$ cat config.mk
export PLATFORM = sky130hd
export DESIGN_NAME = ffpa_cell
export DESIGN_NICKNAME = d
export VERILOG_FILES = /design/src/sv/ffpa_pkg.sv /design/src/sv/ffpa_cell.sv
export SDC_FILE = /design/constraint.sdc
export NUM_CORES = 1
export LEC_CHECK = 0
export BUFFER_PORTS_ARGS = -buffer_cell sky130_fd_sc_hd__clkbuf_2
export CORE_AREA = 2 2 84 86
export CTS_CLUSTER_SIZE = 40
export DETAILED_ROUTE_END_ITERATION = 10
export DIE_AREA = 0 0 86 88
export HOLD_SLACK_MARGIN = 0.1
export PLACE_DENSITY_LB_ADDON = 0.08
export SYNTH_ARGS = -nofsm -noshare
export SYNTH_HDL_FRONTEND = slang
export SYNTH_SLANG_ARGS = --single-unit
$ cat constraint.sdc
create_clock -name clock -period 3.2 [get_ports clock]
set_input_delay 0.96 -clock clock [delete_from_list [all_inputs] [get_ports clock]]
set_output_delay 0.96 -clock clock [all_outputs]
set_load 0.05 [all_outputs]
$ cat src/sv/ffpa_pkg.sv
// shared types and constants for the first-fit partition allocator
package ffpa_pkg;

   localparam int TOTAL_UNITS  = 512;
   localparam int MAX_SEGMENTS = 64;

   localparam int ADDR_W  = 9;
   localparam int LEN_W   = 10;
   localparam int OWNER_W = 8;
   localparam int IDX_W   = $clog2(MAX_SEGMENTS);
   localparam int CNT_W   = $clog2(MAX_SEGMENTS + 1);
   localparam int STAT_W  = 3;

   localparam logic OP_ALLOC   = 1'b0;
   localparam logic OP_RELEASE = 1'b1;

   localparam logic [STAT_W-1:0] ST_OK        = 3'd0;
   localparam logic [STAT_W-1:0] ST_NO_SPACE  = 3'd1;
   localparam logic [STAT_W-1:0] ST_NO_OWNER  = 3'd2;
   localparam logic [STAT_W-1:0] ST_EXCEEDS   = 3'd3;
   localparam logic [STAT_W-1:0] ST_TABLE_FULL = 3'd4;

   typedef struct packed {
      logic                 alloc;
      logic [OWNER_W-1:0]   owner;
      logic [LEN_W-1:0]     len;
      logic [ADDR_W-1:0]    start;
   } entry_type;

   localparam entry_type RESET_ENTRY = '{alloc: 1'b0, owner: '0,
                                         len: LEN_W'(TOTAL_UNITS), start: '0};

   typedef enum logic [1:0] {
      SH_NONE,
      SH_RIGHT,
      SH_LEFT1,
      SH_LEFT2
   } shift_type;

   // search request seen by every cell
   typedef struct packed {
      logic               op;
      logic [OWNER_W-1:0] owner;
      logic [LEN_W-1:0]   amount;
      logic [CNT_W-1:0]   count;
   } query_type;

   // update broadcast to every cell
   typedef struct packed {
      logic             apply;
      logic             we_lo;
      logic             we_hi;
      logic [CNT_W-1:0] lo_idx;
      entry_type        data_lo;
      entry_type        data_hi;
      shift_type        shift;
      logic [CNT_W-1:0] base;
   } cmd_type;

endpackage

$ cat src/sv/ffpa_cell.sv
// one segment table cell: holds an entry, matches the query, shifts with its neighbors
module ffpa_cell #(
   parameter int IDX = 0
) (
   input  logic                clock,
   input  logic                reset,
   input  ffpa_pkg::query_type qry,
   input  ffpa_pkg::cmd_type   cmd,
   input  ffpa_pkg::entry_type lower_in,
   input  ffpa_pkg::entry_type upper1_in,
   input  ffpa_pkg::entry_type upper2_in,
   output ffpa_pkg::entry_type entry,
   output logic                match
);
   import ffpa_pkg::*;

   localparam logic [CNT_W-1:0] MY_IDX = CNT_W'(IDX);

   entry_type entry_ff;
   entry_type entry_in;
   logic      valid;

   assign valid = MY_IDX < qry.count;

   always_comb begin
      if (qry.op == OP_ALLOC) begin
         match = valid && !entry_ff.alloc && (entry_ff.len >= qry.amount);
      end else begin
         match = valid && entry_ff.alloc && (entry_ff.owner == qry.owner);
      end
   end

   always_comb begin
      entry_in = entry_ff;
      if (cmd.apply) begin
         if (cmd.we_lo && (cmd.lo_idx == MY_IDX)) begin
            entry_in = cmd.data_lo;
         end else if (cmd.we_hi && (cmd.lo_idx + CNT_W'(1) == MY_IDX)) begin
            entry_in = cmd.data_hi;
         end else if (MY_IDX >= cmd.base) begin
            case (cmd.shift)
               SH_RIGHT: entry_in = lower_in;
               SH_LEFT1: entry_in = upper1_in;
               SH_LEFT2: entry_in = upper2_in;
               default:  entry_in = entry_ff;
            endcase
         end
      end
   end

   always_ff @(posedge clock) begin
      if (reset) begin
         entry_ff <= (IDX == 0) ? RESET_ENTRY : '0;
      end else begin
         entry_ff <= entry_in;
      end
   end

   assign entry = entry_ff;

endmodule

==> out/results.ini <==
[status]
outcome=completed

[detailed_routing]
remaining_drc_errors=0
num_vias=2949
detail_route.iter0.violations=79
drt_pre_antenna_iters=4
detail_route.vias_per_cell=5.00
wl_per_cell_um=14.2
drt.antenna.violating_nets=0
drt-total-wl_mm=8.37

[floorplan]
cell_rows=30
floorplan.die.height_um=88
ioPinCount=216
die_area_um2=7570
core_um2=6640
die_width_um=86
start_util_pct=35.2

[setup_path]
end_kind=output pin
critical_path_class=in -> out
required_arrival_time_at_the_worst_endpoint_ns=2.24
rr_worst_depth=1
critical_path_peak_fanout=1
start_kind=primary input
worst-endpoint-arrival_ns=2.20

[worst_hold_path]
worst_hold_path_type=reg -> reg
timing.hold.worst_path_depth=1

[clock_tree]
clk_latency_ns=0.27
cts_inserted_buffers=3
clk_pin_slew_ns=0.10
clk_root_buffer_cell=clkbuf_8
cts_tree=built
cts_post_setup_buffers_inserted=0
cts-htree-levels=1
max-clock-path-buffers=2
cts.sink_count=28

[place]
routabilityCongestion=0.931
dp.final_hpwl_mm=7.01
placedCellCount=586
io_buffer_count=215

[timing]
period_needed_ns=3.16
setup_violations_final=0
maxSlewHeadroom_pct=47.8
rsz_0062_raised_after_global_routing=true
worst-slew-pin-transition_ns=0.783
slew_viol_final=0
totalNegativeSetupSlack_ns=0
clock.fmax_mhz=316
final.hold.worst_slack_ns=0.493
final.setup_skew_ns=0
timing_hold_violations_final=0
fin_crit_sh_pct=98.9

[final_layout]
finalNonFillerCells=590
area_taken_by_flip_flops_and_latches_um2=561
multi_input_comb_area_um2=1690
largest_reg_flops=28
flow.area_growth_from_synthesis_pct=54.4
final_nets=708
fillers=682
antenna-diode-count=0
fraction_of_final_layout_cells_sized_beyond_drive_strength_1_pct=47.8

[yosys]
yosys_warnings=0
cell_area_after_technology_mapping_um2=2340
syn-mean-instance-area_um2=7.66
seq_area_frac_synth_pct=24.0
yosys_register_bits=28
yosysUniqueCellTypes=36
synth_fp_nets=502
post_synth_inst_count=305

[global_route]
antenna_found_initial=0
grt_pass1_vias=2692
globalRouteOverflowTotal=0
grt_max_degree=57
groute.usage.overall_pct=20.4
wire_length_of_the_first_global_routing_pass_mm=12.4

[pwr]
power_density_nw_per_um2=233
fin_total_pwr_uw=840
cellLeakagePower_uw=0.00190
vdd_drop_max_mv=0.126

[job]
max_cap_violations=0

cell usage in the layout (no fill, tap or decap), drive strengths merged, types with 12 or more instances in the layout:
master	synthesis	layout
a21oi	12	12
o21ai	12	12
mux2i	28	28
dfxtp	28	28
nand2	52	52
a31oi	18	18
o211ai	20	20
clkbuf	14	219
nor2	22	22
a22o	26	26
cells by family (layout without fill, tap and decap cells):
kind of cell	after synthesis	after routing	synth area share [%]
buffers and inverters	33	238	6.21
adder cells (fa/ha/maj)	10	10	5.35
multiplexers	28	28	12.0
flip-flops	28	28	24.0
AND/OR/NAND/NOR	95	95	18.6
XOR/XNOR	8	8	3.00
AO/OA/AOI/OAI	103	103	30.9
final timing paths:
| path | to | slack (ns) | startpoint |
|---|---|---|---|
| worst max-delay path | match | 0.04 | qry[7] |
| worst min-delay path | entry[0]$_SDFFE_PP0P_ | 0.49 | entry[0]$_SDFFE_PP0P_ |
| worst max register to register | entry[18]$_SDFFE_PP1P_ | 2.44 | entry[18]$_SDFFE_PP1P_ |
| worst min register to register | entry[0]$_SDFFE_PP0P_ | 0.49 | entry[0]$_SDFFE_PP0P_ |
metrics by stage:
stage	area, µm²	util (%)	setup slack, ns
finish	3610	54.3	0.0357
global route	3610	54.3	-0.0164
CTS	3600	54.1	-0.00543
detailed placement	3480	52.4	-0.154
global placement	3480	52.4	-0.103
floorplan	2340	-	0.0552
power by group:
group / switching (µW) / internal (µW) / leakage (µW)
Sequential: 1.53 / 350 / 0.000226
Combinational: 120 / 148 / 0.00164
Clock: 110 / 110 / 0.0000288
critical path, stage by stage:
cell and delay, ns:
clkbuf_8 0.11, ha_4 0.20, nand2b_4 0.13, a21oi_2 0.13, nor2_1 0.07, o311ai_2 0.28, a31oi_2 0.14, clkbuf_8 0.19
routing by layer:
layer  share of wire [%]  global-route usage [%]  vias to the layer above
met1                  42                    25.8                     1278
met3                 6.1                    3.30                        4
met4                0.74                    5.77                        0
li1                    -                       -                     1553
met5                   0                       0                        -
met2                  51                    35.8                      114
area by class of cell:
| cell class | instances | share of cell area [%] |
|---|---|---|
| sequential | 28 | 15.5 |
| clock buffer | 4 | 1.53 |
| multi-input combinational | 244 | 46.9 |
| tap | 80 | 2.77 |
| inverter | 10 | 1.04 |
| timing repair buffer | 224 | 32.2 |
synthesized netlist by cell type:
cell | n | area, µm²
buf_1 | 2 | 7.51
o22ai_1 | 9 | 56.3
nor3_1 | 2 | 10.0
xor2_1 | 1 | 8.76
and3_1 | 1 | 6.26
xnor2_1 | 7 | 61.3
a21o_1 | 1 | 7.51
dfxtp_1 | 28 | 561
mux2i_1 | 28 | 280
a22o_1 | 26 | 228
a211oi_1 | 2 | 15.0
inv_1 | 10 | 37.5
nand4_1 | 4 | 25.0
a21oi_2 | 1 | 8.76
buf_6 | 2 | 22.5
o211ai_1 | 20 | 150
nor3b_4 | 1 | 18.8
o21ai_0 | 12 | 60.1
and3_4 | 1 | 11.3
o311ai_0 | 1 | 8.76
ha_1 | 10 | 125
a221o_1 | 1 | 10.0
clkbuf_1 | 14 | 52.6
nand2_1 | 52 | 195
or2_2 | 1 | 6.26
nand3_1 | 4 | 20.0
nor4b_2 | 1 | 15.0
a32o_1 | 1 | 10.0
nand2b_1 | 1 | 6.26
or2_1 | 1 | 6.26
nor4_1 | 3 | 18.8
a31oi_1 | 18 | 113
nor4_2 | 1 | 12.5
a21oi_1 | 11 | 55.1
buf_2 | 5 | 25.0
nor2_1 | 22 | 82.6
timing repair:
item / CTS / global route
cloned: 0 / 0
endpoints found under the setup margin: 1 / 1
hold buffers: 0 / 0
resized for setup: 8 / 3
pin swaps: 6 / 1
Power figures use the tool's default switching activity.
